`src/sv/crt_pkg.sv`:
```
`timescale 1ns / 1ps

package crt_pkg;

    localparam int NUM_CHANNELS_DEF = 8;

    localparam int CFG_INDEX_W = 2;
    localparam int CFG_DATA_W  = 32;

    localparam logic [CFG_INDEX_W-1:0] CFG_FRESH_LIMIT  = 2'd0;
    localparam logic [CFG_INDEX_W-1:0] CFG_RESP_TIMEOUT = 2'd1;
    localparam logic [CFG_INDEX_W-1:0] CFG_TIMEOUT_CODE = 2'd2;

    localparam logic [31:0] FRESH_LIMIT_RST  = 32'd1000;
    localparam logic [31:0] RESP_TIMEOUT_RST = 32'd500;
    localparam logic [7:0]  TIMEOUT_CODE_RST = 8'd1;

    localparam logic [2:0] KIND_REQUEST = 3'd0;
    localparam logic [2:0] KIND_SAMPLE  = 3'd1;
    localparam logic [2:0] KIND_TICK    = 3'd2;
    localparam logic [2:0] KIND_DONE    = 3'd3;
    localparam logic [2:0] KIND_READ    = 3'd4;

    localparam logic [1:0] DEC_BUSY    = 2'd0;
    localparam logic [1:0] DEC_PENDING = 2'd1;
    localparam logic [1:0] DEC_CACHE   = 2'd2;
    localparam logic [1:0] DEC_REMOTE  = 2'd3;

    typedef enum logic [1:0] {
        PH_IDLE  = 2'd0,
        PH_WAIT  = 2'd1,
        PH_REPLY = 2'd2,
        PH_ERROR = 2'd3
    } phase_t;

endpackage

```
`src/sv/cached_request_tracker.sv`:
```
`timescale 1ns / 1ps
// A request accepted is held in stage 1 while the cache memory is read at the accept
// edge, then moves on to the output register once the output stage is free.
// One request per cycle while the output is not stalled; the cache memory has one write and one read
// port, and a write and read of the same entry in one cycle is forwarded.
// Reset (aresetn low, synchronous): phase idle, all state and ages zero, config
// registers to their defaults, every cache entry marked unwritten (reads as zero).
module cached_request_tracker
    import crt_pkg::*;
#(
    parameter int NUM_CHANNELS = NUM_CHANNELS_DEF
) (
    input  logic                   aclk,
    input  logic                   aresetn,
    input  logic                   cfg_wr_en,
    input  logic [CFG_INDEX_W-1:0] cfg_index,
    input  logic [CFG_DATA_W-1:0]  cfg_wdata,
    input  logic                   s_tvalid,
    output logic                   s_tready,
    // flow_id[15:0], fetch_mode[16], sample_value[32:17], channel[35:33], zero fill
    input  logic [39:0]            s_tdata,
    // kind[2:0]
    input  logic [2:0]             s_tuser,
    // last_sample
    input  logic                   s_tlast,
    output logic                   m_tvalid,
    input  logic                   m_tready,
    // decision[1:0], accepted[2], phase[4:3], pending_flow[20:5],
    // fault_code[28:21], cache_value[44:29], zero fill
    output logic [47:0]            m_tdata
);

    localparam int ADDR_W = (NUM_CHANNELS > 1) ? $clog2(NUM_CHANNELS) : 1;

    // input fields
    logic [15:0]       in_flow;
    logic              in_mode;
    logic [15:0]       in_sample;
    logic [2:0]        in_chan;
    logic [ADDR_W-1:0] in_addr;
    logic              in_range;

    assign in_flow   = s_tdata[15:0];
    assign in_mode   = s_tdata[16];
    assign in_sample = s_tdata[32:17];
    assign in_chan   = s_tdata[35:33];
    assign in_addr   = ADDR_W'(in_chan);
    assign in_range  = (32'(in_chan) < NUM_CHANNELS);

    // config
    logic [31:0] fresh_limit_reg;
    logic [31:0] resp_timeout_reg;
    logic [7:0]  timeout_code_reg;

    always_ff @(posedge aclk) begin
        if (!aresetn) begin
            fresh_limit_reg  <= FRESH_LIMIT_RST;
            resp_timeout_reg <= RESP_TIMEOUT_RST;
            timeout_code_reg <= TIMEOUT_CODE_RST;
        end else if (cfg_wr_en) begin
            case (cfg_index)
                CFG_FRESH_LIMIT:  fresh_limit_reg  <= cfg_wdata;
                CFG_RESP_TIMEOUT: resp_timeout_reg <= cfg_wdata;
                CFG_TIMEOUT_CODE: timeout_code_reg <= cfg_wdata[7:0];
                default: ;
            endcase
        end
    end

    // handshake and pipeline control
    logic st1_valid_reg;
    logic m_tvalid_reg;
    logic st1_adv;
    logic accept;

    assign st1_adv  = st1_valid_reg && (!m_tvalid_reg || m_tready);
    assign s_tready = !st1_valid_reg || st1_adv;
    assign accept   = s_tvalid && s_tready;

    // tracker state; ages are counters advanced on each tick
    phase_t      phase_reg, phase_next;
    logic [15:0] flow_reg, flow_next;
    logic [7:0]  error_reg, error_next;
    logic [31:0] wait_age_reg, wait_age_next;
    logic [31:0] cache_age_reg, cache_age_next;
    logic        cache_valid_reg, cache_valid_next;
    logic [1:0]  decision;
    logic        accepted;
    logic        mem_wr;
    logic [31:0] wait_age_inc;

    assign wait_age_inc = wait_age_reg + 32'd1;

    always_ff @(posedge aclk) begin
        if (!aresetn) begin
            phase_reg       <= PH_IDLE;
            flow_reg        <= '0;
            error_reg       <= '0;
            wait_age_reg    <= '0;
            cache_age_reg   <= '0;
            cache_valid_reg <= 1'b0;
        end else begin
            phase_reg       <= phase_next;
            flow_reg        <= flow_next;
            error_reg       <= error_next;
            wait_age_reg    <= wait_age_next;
            cache_age_reg   <= cache_age_next;
            cache_valid_reg <= cache_valid_next;
        end
    end

    always_comb begin
        phase_next       = phase_reg;
        flow_next        = flow_reg;
        error_next       = error_reg;
        wait_age_next    = wait_age_reg;
        cache_age_next   = cache_age_reg;
        cache_valid_next = cache_valid_reg;
        decision         = DEC_BUSY;
        accepted         = 1'b0;
        mem_wr           = 1'b0;
        if (accept) begin
            case (s_tuser)
                KIND_REQUEST: begin
                    if (phase_reg != PH_IDLE) begin
                        decision = (flow_reg == in_flow) ? DEC_PENDING : DEC_BUSY;
                    end else if (!in_mode && cache_valid_reg &&
                                 cache_age_reg <= fresh_limit_reg) begin
                        decision   = DEC_CACHE;
                        flow_next  = in_flow;
                        phase_next = PH_REPLY;
                    end else begin
                        decision      = DEC_REMOTE;
                        flow_next     = in_flow;
                        wait_age_next = '0;
                        error_next    = '0;
                        phase_next    = PH_WAIT;
                    end
                end
                KIND_SAMPLE: begin
                    if (phase_reg == PH_WAIT && flow_reg == in_flow) begin
                        accepted = 1'b1;
                        mem_wr   = in_range;
                        if (s_tlast) begin
                            cache_age_next   = '0;
                            cache_valid_next = 1'b1;
                            phase_next       = PH_REPLY;
                        end
                    end
                end
                KIND_TICK: begin
                    wait_age_next  = wait_age_inc;
                    cache_age_next = cache_age_reg + 32'd1;
                    if (phase_reg == PH_WAIT && wait_age_inc >= resp_timeout_reg) begin
                        error_next = timeout_code_reg;
                        phase_next = PH_ERROR;
                        accepted   = 1'b1;
                    end
                end
                KIND_DONE: begin
                    if (phase_reg == PH_REPLY || phase_reg == PH_ERROR) begin
                        flow_next  = '0;
                        error_next = '0;
                        phase_next = PH_IDLE;
                        accepted   = 1'b1;
                    end
                end
                default: ;
            endcase
        end
    end

    // channel cache: memory plus per-entry written bits
    logic [15:0]             cache_mem [NUM_CHANNELS];
    logic [NUM_CHANNELS-1:0] ent_valid_reg;
    logic [15:0]             mem_q_reg;

    always_ff @(posedge aclk) begin
        if (mem_wr) begin
            cache_mem[in_addr] <= in_sample;
        end
        if (accept) begin
            mem_q_reg <= cache_mem[in_addr];
        end
    end

    always_ff @(posedge aclk) begin
        if (!aresetn) begin
            ent_valid_reg <= '0;
        end else if (mem_wr) begin
            ent_valid_reg[in_addr] <= 1'b1;
        end
    end

    // stage 1: result fields waiting on the memory read
    logic [1:0]  st1_decision_reg;
    logic        st1_accepted_reg;
    logic [1:0]  st1_phase_reg;
    logic [15:0] st1_flow_reg;
    logic [7:0]  st1_error_reg;
    logic        st1_range_reg;
    logic        st1_fwd_reg;
    logic [15:0] st1_fwd_data_reg;
    logic        st1_ent_valid_reg;
    logic [15:0] st1_cval;

    always_ff @(posedge aclk) begin
        if (!aresetn) begin
            st1_valid_reg <= 1'b0;
        end else if (accept) begin
            st1_valid_reg <= 1'b1;
        end else if (st1_adv) begin
            st1_valid_reg <= 1'b0;
        end
    end

    always_ff @(posedge aclk) begin
        if (accept) begin
            st1_decision_reg  <= decision;
            st1_accepted_reg  <= accepted;
            st1_phase_reg     <= phase_next;
            st1_flow_reg      <= flow_next;
            st1_error_reg     <= error_next;
            st1_range_reg     <= in_range;
            st1_fwd_reg       <= mem_wr;
            st1_fwd_data_reg  <= in_sample;
            st1_ent_valid_reg <= ent_valid_reg[in_addr];
        end
    end

    always_comb begin
        if (!st1_range_reg) begin
            st1_cval = '0;
        end else if (st1_fwd_reg) begin
            st1_cval = st1_fwd_data_reg;
        end else if (st1_ent_valid_reg) begin
            st1_cval = mem_q_reg;
        end else begin
            st1_cval = '0;
        end
    end

    // output register
    logic [47:0] m_tdata_reg;

    always_ff @(posedge aclk) begin
        if (!aresetn) begin
            m_tvalid_reg <= 1'b0;
        end else if (st1_adv) begin
            m_tvalid_reg <= 1'b1;
        end else if (m_tready) begin
            m_tvalid_reg <= 1'b0;
        end
    end

    always_ff @(posedge aclk) begin
        if (st1_adv) begin
            m_tdata_reg <= {3'b000, st1_cval, st1_error_reg, st1_flow_reg,
                            st1_phase_reg, st1_accepted_reg, st1_decision_reg};
        end
    end

    assign m_tvalid = m_tvalid_reg;
    assign m_tdata  = m_tdata_reg;

endmodule
```
`config.mk`:
```
export PLATFORM = sky130hd
export DESIGN_NAME = cached_request_tracker
export DESIGN_NICKNAME = d
export VERILOG_FILES = /design/src/sv/crt_pkg.sv /design/src/sv/cached_request_tracker.sv
export SDC_FILE = /design/constraint.sdc
export NUM_CORES = 1
export LEC_CHECK = 0
export BUFFER_PORTS_ARGS = -buffer_cell sky130_fd_sc_hd__buf_4
export CELL_PAD_IN_SITES_DETAIL_PLACEMENT = 0
export CELL_PAD_IN_SITES_GLOBAL_PLACEMENT = 2
export CORE_ASPECT_RATIO = 0.8
export CORE_MARGIN = 2
export CORE_UTILIZATION = 36
export CTS_BUF_LIST = sky130_fd_sc_hd__clkbuf_16
export DETAILED_ROUTE_END_ITERATION = 8
export PLACE_DENSITY_LB_ADDON = 0.1
export SYNTH_ARGS = -nofsm -noshare
export SYNTH_HDL_FRONTEND = slang
export SYNTH_SLANG_ARGS = --single-unit
```
`constraint.sdc`:
```
create_clock -name aclk -period 4.8 [get_ports aclk]
set_clock_uncertainty 0.1 [all_clocks]
set_input_delay 1.2 -clock aclk [delete_from_list [all_inputs] [get_ports aclk]]
set_output_delay 1.2 -clock aclk [all_outputs]
set_load 0.01 [all_outputs]
```
# [Word level (Yosys, flattened, before mapping)]
# Memories as Yosys holds them, arrays and structs flattened. A register that Yosys moved wholly into a read port is not among the register bits.
# Index checks and enable logic that the tools add are counted.
[classes] n_mux=45 addsub=2 bitwise=1 n_lt_le_gt_ge=4 n_eq_ne=13 n_reduce_logical=26
[op_table] operator="$mux W32" count=4
[op_table] operator="$pmux W32 S2" count=2
[op_table] operator="$mux W16" count=5
[op_table] operator="$add A32 B1 Y32 const B" count=2
[op_table] operator="$mux W8" count=5
[op_table] operator="$ge A32 B32 Y1" count=1
[op_table] operator="$le A32 B32 Y1" count=1
[op_table] operator="$pmux W16 S2" count=1
[op_table] operator="$pmux W8 S3" count=1
[op_table] operator="$eq A16 B16 Y1" count=1
[op_table] operator="$mux W2" count=8
[op_table] operator="$mux W1" count=15
[op_table] operator="$reduce_and A4 Y1" count=3
[op_table] operator="$reduce_bool A2 Y1" count=5
[op_table] operator="$ne A2 B2 Y1 const B" count=4
[op_table] operator="$or A8 B8 Y8" count=1
[op_table] operator="$pmux W2 S4" count=1
[op_table] operator="$logic_and A1 B1 Y1" count=7
[op_table] operator="$eq A2 B2 Y1 const B" count=3
[op_table] operator="$eq A3 B2 Y1 const B" count=2
[op_table] operator="$reduce_and A2 Y1" count=3
[op_table] operator="$eq A2 B1 Y1 const B" count=2
[op_table] operator="$lt A3 B4 Y1 const B" count=1
[op_table] operator="$bmux W1 S3" count=1
[op_table] operator="8 further kinds" count=12
[word_totals] ram_bits=128 regBits=265 in_bits=83 elab_cells=114 mem_count=1 output_inout_bits=50
[memory_table] name="cache_mem" words=8 word_bits=16 read_ports=1 rd_ports_with_merged_regs=1 write_ports=1 line_no="cached_request_tracker.sv:174" source="logic [15:0] cache_mem [NUM_CHANNELS];"

# [Depth between registers and ports, before layout]
# Gate-level depths: netlist (run 1).
[logic_depth] ltp_word=8 ltp_mapped=17 depth_no_buf=14

# [Least setup slack after synthesis (run 1)]
# OpenSTA, ideal clock, no wires.
[synth_timing] path_type="input to register" from="in m_tready" to="reg m_tdata_reg[0], in the netlist m_tdata[0] (enable)" setup_time_ps=516 slack_ps=-354 cell_stages=2 arrival_ps=4538 path_cell_list="inv_1 -> a21boi_0"
[synth_via] elab_chain_len=2
[synth_rtl] item="start, declared" line_no="cached_request_tracker.sv:27" source="input logic m_tready,"
[synth_rtl] item="$logic_or A1 B1 Y1" line_no="cached_request_tracker.sv:76" source="assign st1_adv = st1_valid_reg && (!m_tvalid_reg || m_tready);"
[synth_rtl] item="$logic_and A1 B1 Y1" line_no="cached_request_tracker.sv:76"
[synth_rtl] item="via st1_adv" line_no="cached_request_tracker.sv:73" source="logic st1_adv;"
[synth_rtl] item="end signal, assigned" line_no="cached_request_tracker.sv:258" source="m_tdata_reg <= {3'b000, st1_cval, st1_error_reg, st1_flow_reg,"
[synth_rtl] item="end, declared" line_no="cached_request_tracker.sv:244" source="logic [47:0] m_tdata_reg;"
# The timed path passes the listed nets, and every way through them passes these cells.
# A chain may end at the register's enable or synchronous reset.

# [Worst setup path in the final report (run 1)]
[layout_timing] from="reg wait_age_reg[16]" to="reg st1_error_reg[6], data pin"
[layout_via] elab_chain_len=6
[layout_rtl] item="start, declared" line_no="cached_request_tracker.sv:84" source="logic [31:0] wait_age_reg, wait_age_next;"
[layout_rtl] item="start signal, assigned" line_no="cached_request_tracker.sv:106" source="wait_age_reg <= wait_age_next;"
[layout_rtl] item="$add A32 B1 Y32" line_no="cached_request_tracker.sv:92" source="assign wait_age_inc = wait_age_reg + 32'd1;"
[layout_rtl] item="$ge A32 B32 Y1" line_no="cached_request_tracker.sv:154" source="if (phase_reg == PH_WAIT && wait_age_inc >= resp_timeout_reg) begin"
[layout_rtl] item="$logic_and A1 B1 Y1" line_no="cached_request_tracker.sv:154"
[layout_rtl] item="$mux W8" line_no="cached_request_tracker.sv:154"
[layout_rtl] item="$pmux W8 S3" line_no="cached_request_tracker.sv:123" source="case (s_tuser)"
[layout_rtl] item="$mux W8" line_no="cached_request_tracker.sv:122" source="if (accept) begin"
[layout_rtl] item="via error_next[6]" line_no="cached_request_tracker.sv:83" source="logic [7:0] error_reg, error_next;"
[layout_rtl] item="end signal, assigned" line_no="cached_request_tracker.sv:223" source="st1_error_reg <= error_next;"
[layout_rtl] item="end, declared" line_no="cached_request_tracker.sv:200" source="logic [7:0] st1_error_reg;"
# The timed path passes the listed nets, and every way through them passes these cells.

==> reports/results.tsv, run 1 <==
metric	value	unit
synth_cell_types	74	
track_usage	18.25	%
placed_area	0.01951	mm²
seq_area_frac_synth	59.53	%
cts_sinks	409	
final_layout_size_suffix_gt1_share	15.60	%
via_per_inst	5.212	
portBuffers	125	
critPathKind	reg2reg	
antenna_found_initial	2	
worstSetupStartpoint	wait_age_reg[16]$_SDFFE_PN0P_	
tightest_slew	1096	ps
leakage	0.007673	µW
die-area	0.05103	mm²
async_reset_ff_share	0	%
yosysMostFrequentCell	edfxtp_1	
max_stage_delay	680	ps
via_count	12435	
period_share	94.06	%
maxSlewHeadroom	26.71	%
r2r_cells	14	
drtIter0Drc	808	
ys_ff_latch	409	
cts_hold_buf	0	
cp.depth	14	
grt.overflow.total	0	
met1_length	23.42	mm
synthFlopType	edfxtp_1	
r2r_start	wait_age_reg[16]$_SDFFE_PN0P_	
final_cells	2386	
synth_top_area_share	39.99	%
io_pins	133	
rrSetupSlack	290	ps
highest_layer	met4	
worstPathMaxFanout	16	
path_cells	nand3_1 > nor4_1 > nand4_1 > nor2_1 > xor2_1 > ha_1 > nand4_1 > nor4_1 > buf_4 > nand3_1 > a21o_1 > a21oi_1 > or2_2 > a21oi_1	
synth_area_per_cell	11.14	µm²
ir_worst_vdd	0.3130	mV
synth_top_cells_by_count	edfxtp_1 (236), nand2_1 (190), dfxtp_1 (173), a21oi_1 (138), inv_1 (96)	
grt_pass1_wl	71.70	mm
die_y	202.5	µm
whs_path_depth	0	
yosys_warnings	0	
grt_max_degree	89	
met3_length	2.413	mm
hold_slack	315.7	ps
drcViolationCount	0	
die_w	252.1	µm
setup_viol	0	
synthMuxAreaShare	0.7343	%
total_power	7487	µW
fin_util	43.10	%
rows	72	
wirelength	47.09	mm
syn_area	0.01772	mm²
clock_path_buffers	3	
clk_pin_slew	60	ps
route.met2.wl	20.55	mm
synth-xor-area-share	3.114	%
required	5010	ps
initial_utilization	36.57	%
slowest_stage	nor4_1	
post-dp-hpwl	31.08	mm
hold_path.class	reg2reg	
synthTopCellsByArea	edfxtp_1 (40%), dfxtp_1 (20%), ha_1 (4.7%)	
synth_fa_ha_area_share	4.660	%
cp_num_buf_inv	1	
fillers	4643	
max_cap_violations	0	
ant_nets	0	
htree_levels	2	
nNetsFinal	1873	
area_growth_syn_to_layout	17.86	%
max_freq	221.5	MHz
core-area	0.04847	mm²
cts_made_buffers	45	
slew_violations	0	
grt_pass1_vias	11666	
dr.pass1.iters	5	
clk_latency	580	ps
status	finished clean	
synth_compound_area_share	14.35	%
synth_top_area_cell	edfxtp_1	
cts_root_buf	clkbuf_16	
end_kind	flip-flop	
crit_end	st1_error_reg[6]$_DFFE_PP_	
rsz0062_at_grt	false	
crit_path_start_kind	flip-flop	
cts_tree	done	
powerDensity	358.4	mW/mm²
synth_top_family_by_area	compound AO/OA/AOI/OAI gates	
wire_per_inst	19.74	µm
largest_reg_flops	128	
arrival	4720	ps
place_congestion	0.8028	
crit_family	simple AND/OR/NAND/NOR gates	
dpl.cell_count	2306	
synth_edf_count	236	
stdcell_area	0.02089	mm²
synth_cells	1591	
r2r_end	st1_error_reg[6]$_DFFE_PP_	
synth-simple-area-share	13.56	%
hold_viol	0	
period_needed	4515	ps
-- repair_timing --
action	in CTS	in global routing
cloned	0	0
endpoints found under the hold margin	0	0
setup buffers	0	0
resized for setup	1	2
endpoints found under the setup margin	2	16
-- worst register-to-register path: stages (launching register included) --
cell     delay (ps)
dfxtp_1         420
nand3_1         220
nor4_1          680
nand4_1         330
nor2_1          320
xor2_1          130
ha_1            320
nand4_1         160
nor4_1          290
buf_4           180
nand3_1         120
a21o_1          310
a21oi_1         190
or2_2           340
a21oi_1         130
-- through the flow --
step                TNS, ps  setup WS, ps
floorplan                 0         58.98
global placement     -41.90        -25.94
detailed placement        0         13.15
CTS                       0         170.5
global route              0         21.03
finish                    0         285.1
-- final cells by class --
class                           count  area [µm²]  area share (%)
Timing Repair Buffer              169        1281           6.134
Clock inverter                     33       215.2           1.030
Inverter                           97       364.1           1.743
Clock buffer                       46        1151           5.511
Multi-Input combinational cell   1002        6536           31.29
Antenna cell                        1       2.502         0.01198
Tap cell                          629       787.0           3.768
Sequential cell                   409       10550           50.51
-- metal layers --
metal  track usage (%)  vias to the layer above
met4             4.565                        0
met1             27.53                     6006
met5                 0                        -
li1                  -                     6110
met3             3.128                       51
met2             27.09                      268
-- cell usage in the layout, fill, tap and decap left out, types with 38 or more instances in the layout --
cell type / instances
edfxtp_1: 236
nand2_1: 189
dfxtp_1: 173
buf_4: 168
a21oi_1: 138
inv_1: 105
nor2_1: 88
a22oi_1: 70
ha_1: 66
nand4_1: 49
clkbuf_16: 46
o21ai_0: 40
xnor2_1: 38
-- worst min path at each step --
stage / end / slack, ps / startpoint
after floorplan: m_tdata[0]$_DFFE_PP_ / 300 / st1_decision_reg[0]$_SDFFCE_PN0P_
after global placement: m_tdata[10]$_DFFE_PP_ / 300 / st1_flow_reg[5]$_DFFE_PP_
after detailed placement: m_tdata[0]$_DFFE_PP_ / 300 / st1_decision_reg[0]$_SDFFCE_PN0P_
after CTS: m_tdata[22]$_DFFE_PP_ / 310 / st1_error_reg[1]$_DFFE_PP_
after global routing: m_tdata[13]$_DFFE_PP_ / 320 / st1_flow_reg[8]$_DFFE_PP_
final: m_tdata[22]$_DFFE_PP_ / 320 / st1_error_reg[1]$_DFFE_PP_
-- power breakdown --
group          leakage, µW  internal (µW)  total (µW)  switching [µW]
sequential         0.00361           3790        3820            31.4
clock             0.000710           1840        3260            1420
combinational      0.00335            152         408             256
-- cell families after synthesis --
kind of cell | Yosys count
and+or+nand+nor | 475
DFF | 409
AOI/OAI and AO/OA | 382
buffers and inverters | 182
adders and majority gates | 66
xor gates and xnor gates | 63
muxes | 13
other | 1
Note: power is estimated with default switching activity, not from simulation.
==> run 2: changes to the inputs <==
--- a/config.mk
+++ b/config.mk
@@ -11,9 +11,9 @@
 export CORE_ASPECT_RATIO = 0.8
 export CORE_MARGIN = 2
 export CORE_UTILIZATION = 36
-export CTS_BUF_LIST = sky130_fd_sc_hd__clkbuf_16
+export CTS_BUF_LIST = sky130_fd_sc_hd__clkbuf_8 sky130_fd_sc_hd__clkbuf_16
 export DETAILED_ROUTE_END_ITERATION = 8
-export PLACE_DENSITY_LB_ADDON = 0.1
+export PLACE_DENSITY_LB_ADDON = 0.25
 export SYNTH_ARGS = -nofsm -noshare
 export SYNTH_HDL_FRONTEND = slang
 export SYNTH_SLANG_ARGS = --single-unit
==> run 2 against run 1 <==
Die area did not move. Design area rose by 0.60%. Final cell count rose by 0.13%. Register-to-register slack improved by 30 ps. Highest routed layer unchanged. Critical endpoint is now st1_error_reg[3]$_DFFE_PP_. Sequential power barely moved. Largest power group unchanged. Critical path type unchanged.
==> reports/results.tsv, run 2 (synthesis results as in run 1) <==
metric	value	unit	change
fillers	4567		-1.6%
wire_per_inst	19.40	µm	-1.7%
final_layout_size_suffix_gt1_share	15.32	%	-0.28 points
nNetsFinal	1869		-0.21%
htree_levels	2		unchanged
hold_slack	317.2	ps	+1.486 ps
die_y	202.5	µm	unchanged
area_growth_syn_to_layout	18.57	%	
rows	72		unchanged
cts_hold_buf	0		unchanged
leakage	0.007722	µW	+0.63%
largest_reg_flops	128		unchanged
cts_root_buf	clkbuf_16		
r2r_start	wait_age_reg[0]$_SDFFE_PN0P_		
wirelength	46.36	mm	-1.6%
via_count	12397		-0.31%
antenna_found_initial	4		+2
globalRouteMet3Util	3.026	%	-0.10 points
track_usage	18.21	%	-0.042 points
cts_sinks	409		unchanged
cts_tree	done		
whs_path_depth	0		unchanged
core-area	0.04847	mm²	unchanged
place_congestion	0.7613		-5.2%
slew_violations	0		unchanged
status	finished clean		
final_common_cell	edfxtp_1		
tightest_slew	1057	ps	-38.85 ps
period_needed	4483	ps	-31.91 ps
clk_latency	580	ps	about the same
die_w	252.1	µm	unchanged
initial_utilization	36.57	%	unchanged
drcViolationCount	0		unchanged
grt_pass1_wl	71.87	mm	+0.23%
hold_viol	0		unchanged
r2r_end	st1_error_reg[3]$_DFFE_PP_		
rrSetupSlack	320	ps	+30 ps
ant_nets	0		unchanged
hold_path.class	reg2reg		
max_freq	223.1	MHz	+0.71%
finalSetupTns	0	ps	unchanged
end_kind	flip-flop		
clk_pin_slew	60	ps	about the same
dr.pass1.iters	5		unchanged
required	5040	ps	+30 ps
grt.overflow.total	0		unchanged
maxSlewHeadroom	29.20	%	+2.5 points
crit_path_start_kind	flip-flop		
die-area	0.05103	mm²	unchanged
grt_max_degree	65		-27%
max_cap_violations	0		unchanged
top_usage_layer	met1		
period_share	93.40	%	-0.66 points
r2r_cells	16		+2
setup_viol	0		unchanged
hold-path-endpoint	m_tdata[24]$_DFFE_PP_		
final_cell_mix	edfxtp_1 (236), nand2_1 (190), dfxtp_1 (173)		
io_pins	133		unchanged
via_per_inst	5.189		-0.43%
grt_pass1_vias	12041		+3.2%
grt_use_met2	26.15	%	-0.93 points
powerDensity	361.9	mW/mm²	+0.97%
worstPathMaxFanout	16		unchanged
arrival	4730	ps	about the same
critPathKind	reg2reg		
clock_path_buffers	3		unchanged
post-dp-hpwl	30.58	mm	-1.6%
drtIter0Drc	899		+11%
portBuffers	125		unchanged
ir_worst_vdd	0.2396	mV	-23%
worstHoldStart	st1_error_reg[3]$_DFFE_PP_		
use_met1	27.93	%	+0.41 points
cts_made_buffers	45		unchanged
==> run 2: cell type report <==
type                       instances  area, µm²  share of cell area, %
sequential                       409      10550                  50.21
multi-input combinational       1002       6534                  31.09
timing repair buffer             165       1301                  6.193
clock buffer                      50       1195                  5.687
tap                              629      787.0                  3.745
inverter                          97      364.1                  1.733
clock inverter                    33      271.5                  1.292
antenna                            4      10.01                0.04764
==> run 2: report_power, final <==
part / total, µW / internal (µW) / leakage [µW] / switching, µW
Combinational: 416 / 155 / 0.00331 / 261
Sequential: 3820 / 3790 / 0.00361 / 30.9
Clock: 3370 / 1950 / 0.000795 / 1420
==> run 2: critical path, stage by stage, from the launching register on <==
cell,delay (ps)
dfxtp_1,410
ha_2,270
nand4_1,120
or4_1,650
nand4bb_1,320
or2_1,320
xnor2_1,140
ha_1,310
nand4_1,150
nor4_2,70
buf_4,130
a221o_1,310
o21ai_1,310
a21oi_1,140
buf_4,230
a21oi_1,210
a21oi_1,90
==> run 2: per-layer routing <==
metal	vias up	wire length, µm
met2	265	19540
met5	-	0
met3	53	2320
met4	0	906
met1	5985	23590
li1	6094	-
==> run 2: timing repair <==
item	4_1_cts	5_1_grt
setup endpoints to repair	0	6
buffers inserted	0	0
gates resized for setup	0	2
==> run 2: through the flow <==
step | util (%) | cells | instance area [µm²] | setup slack (ps) | total power, µW
after global placement | 40.29 | 2302 | 19530 | 249.3 | 4306
after detailed placement | 40.29 | 2302 | 19530 | 255.0 | 4311
after global routing | 43.36 | 2389 | 21010 | -0.03242 | 7883
final | 43.36 | 2389 | 21010 | 317.0 | 7605
after CTS | 43.32 | 2385 | 20990 | 273.3 | 7715
after floorplan | - | 1593 | 17730 | 58.98 | 4100
==> run 2: worst max-delay path by stage <==
stage                                  from                         end  slack (ps)  cells after the start
3_5_place_dp   wait_age_reg[0]$_SDFFE_PN0P_  st1_error_reg[3]$_DFFE_PP_         260                     16
2_1_floorplan                      m_tready     error_reg[5]$_SDFF_PN0_          60                      8
3_3_place_gp   wait_age_reg[0]$_SDFFE_PN0P_  st1_error_reg[6]$_DFFE_PP_         250                     16
6_report       wait_age_reg[0]$_SDFFE_PN0P_  st1_error_reg[3]$_DFFE_PP_         320                     16
5_1_grt        wait_age_reg[0]$_SDFFE_PN0P_     error_reg[5]$_SDFF_PN0_       -0.03                     16
4_1_cts        wait_age_reg[0]$_SDFFE_PN0P_  st1_error_reg[5]$_DFFE_PP_         270                     16
==> run 3: changes to the inputs <==
--- a/config.mk
+++ b/config.mk
@@ -14,6 +14,7 @@
 export CTS_BUF_LIST = sky130_fd_sc_hd__clkbuf_8 sky130_fd_sc_hd__clkbuf_16
 export DETAILED_ROUTE_END_ITERATION = 8
 export PLACE_DENSITY_LB_ADDON = 0.25
+export REMOVE_ABC_BUFFERS = 1
 export SYNTH_ARGS = -nofsm -noshare
 export SYNTH_HDL_FRONTEND = slang
 export SYNTH_SLANG_ARGS = --single-unit
==> run 3 against run 2 <==
Final cell count decreased by 0.25%. Global-route usage down 0.46 points. Setup slack gained 62 ps. Hold slack got worse by 8.4 ps. Via count increased by 1.3%.
==> reports/results.tsv, run 3 (synthesis results as in run 1) <==
metric	value	unit	change
ir_worst_vdd	0.2528	mV	+5.5%
wirelength	45.53	mm	-1.8%
required	5200	ps	+160 ps
clk_pin_slew	60	ps	about the same
antenna_found_initial	0		-4
slew_violations	0		unchanged
worstPathMaxFanout	16		unchanged
antennaDiodeCount	0		-4
portBuffers	125		unchanged
track_usage	17.75	%	-0.46 points
cts_root_buf	clkbuf_16		
final_cells	2383		-0.25%
area_growth_syn_to_layout	17.95	%	
place_congestion	0.7544		-0.91%
cts_tree	done		
grt_use_met2	26.56	%	+0.41 points
rows	72		unchanged
period_share	92.11	%	-1.3 points
leakage	0.007650	µW	-0.93%
cts_sinks	409		unchanged
via_per_inst	5.268		+1.5%
crit_path_start_kind	flip-flop		
hold_path.class	reg2reg		
post-dp-hpwl	29.95	mm	-2.1%
largest_reg_flops	128		unchanged
ant_nets	0		unchanged
final_layout_size_suffix_gt1_share	15.45	%	+0.13 points
period_needed	4421	ps	-61.52 ps
grt.overflow.total	0		unchanged
end_kind	flip-flop		
r2r_cells	16		unchanged
final_cell_mix	edfxtp_1 (236), nand2_1 (190), dfxtp_1 (173)		
seqCellArea	0.01055	mm²	unchanged
dpl.cell_count	2303		+0.043%
grt_pass1_wl	70.32	mm	-2.2%
drcViolationCount	0		unchanged
max_cap_violations	0		unchanged
clk_latency	600	ps	+20 ps
worst_slack	378.5	ps	+61.52 ps
max_freq	226.2	MHz	+1.4%
whs_path_depth	0		unchanged
initial_utilization	36.57	%	unchanged
finalSetupTns	0	ps	unchanged
arrival	4820	ps	+90 ps
critPathKind	reg2reg		
cts_made_buffers	44		-2.2%
final_common_cell	edfxtp_1		
globalRouteMet3Util	2.538	%	-0.49 points
powerDensity	362.7	mW/mm²	+0.22%
status	finished clean		
maxSlewHeadroom	23.79	%	-5.4 points
clock_path_buffers	3		unchanged
setup_viol	0		unchanged
nNetsFinal	1869		unchanged
multi_input_area	0.006526	mm²	-0.11%
hold_viol	0		unchanged
placed_area	0.01947	mm²	-0.29%
grt_pass1_vias	12048		+0.058%
wire_per_inst	19.11	µm	-1.5%
die_w	252.1	µm	unchanged
dr.pass1.iters	5		unchanged
drtIter0Drc	820		-8.8%
die_y	202.5	µm	unchanged
grt_max_degree	63		-3.1%
htree_levels	2		unchanged
core-area	0.04847	mm²	unchanged
fillers	4585		+0.39%
post_cts_buffers	0		unchanged
rsz0062_at_grt	false		
die-area	0.05103	mm²	unchanged
top_usage_layer	met1		
via_count	12553		+1.3%
place_ws	174.4	ps	-80.59 ps
use_met1	26.87	%	-1.1 points
io_pins	133		unchanged
tightest_slew	1140	ps	+82.57 ps
stdcell_area	0.02090	mm²	-0.52%
-- run 3: routing by layer --
layer | share of wire, % | wire length (µm)
met5 | 0 | 0
met3 | 4.7 | 2124
met4 | 1.6 | 726
met2 | 44 | 19840
met1 | 50 | 22830
-- run 3: area by class of cell --
cell class / instances / area share, %
tap: 629 / 3.765
sequential: 409 / 50.47
multi-input combinational: 1002 / 31.22
clock inverter: 36 / 1.574
inverter: 97 / 1.742
timing repair buffer: 166 / 5.962
clock buffer: 44 / 5.267
-- run 3: final timing paths --
check	to	slack [ps]	start
worst max-delay path	error_reg[0]$_SDFF_PN0_	380	wait_age_reg[1]$_SDFFE_PN0P_
worst min-delay path	m_tdata[12]$_DFFE_PP_	310	st1_flow_reg[7]$_DFFE_PP_
worst max register to register	error_reg[0]$_SDFF_PN0_	380	wait_age_reg[1]$_SDFFE_PN0P_
worst min register to register	m_tdata[12]$_DFFE_PP_	310	st1_flow_reg[7]$_DFFE_PP_
-- run 3: what timing repair did --
item / in CTS / in global routing
hold endpoints to repair: 0 / 0
hold buffers: 0 / 0
resized for setup: 0 / 2
setup endpoints to repair: 0 / 16
-- run 3: critical path, stage by stage, from the launching register on --
cell       delay [ps]
dfxtp_1           360
ha_1              180
nand4_1           140
or4_1             700
nand4bb_1         280
or2_1             300
xnor2_1           140
ha_1              310
nand4_1           170
nor4_1            250
buf_4             180
nand3_1           140
a21o_1            270
a21oi_1           140
buf_4             240
a21oi_1           110
a211oi_1          290
-- run 3: stage by stage --
step	hold slack, ps	total power (µW)	utilization (%)
floorplan	300.3	4082	-
global placement	300.8	4305	40.17
detailed placement	304.5	4311	40.17
CTS	308.6	7686	43.13
global route	324.4	7877	43.13
finish	308.8	7582	43.13
-- run 3: power by group --
group / switching, µW / leakage [µW] / total, µW / internal, µW
clock: 1450 / 0.000731 / 3350 / 1900
sequential: 29.4 / 0.00361 / 3820 / 3790
combinational: 262 / 0.00330 / 413 / 152
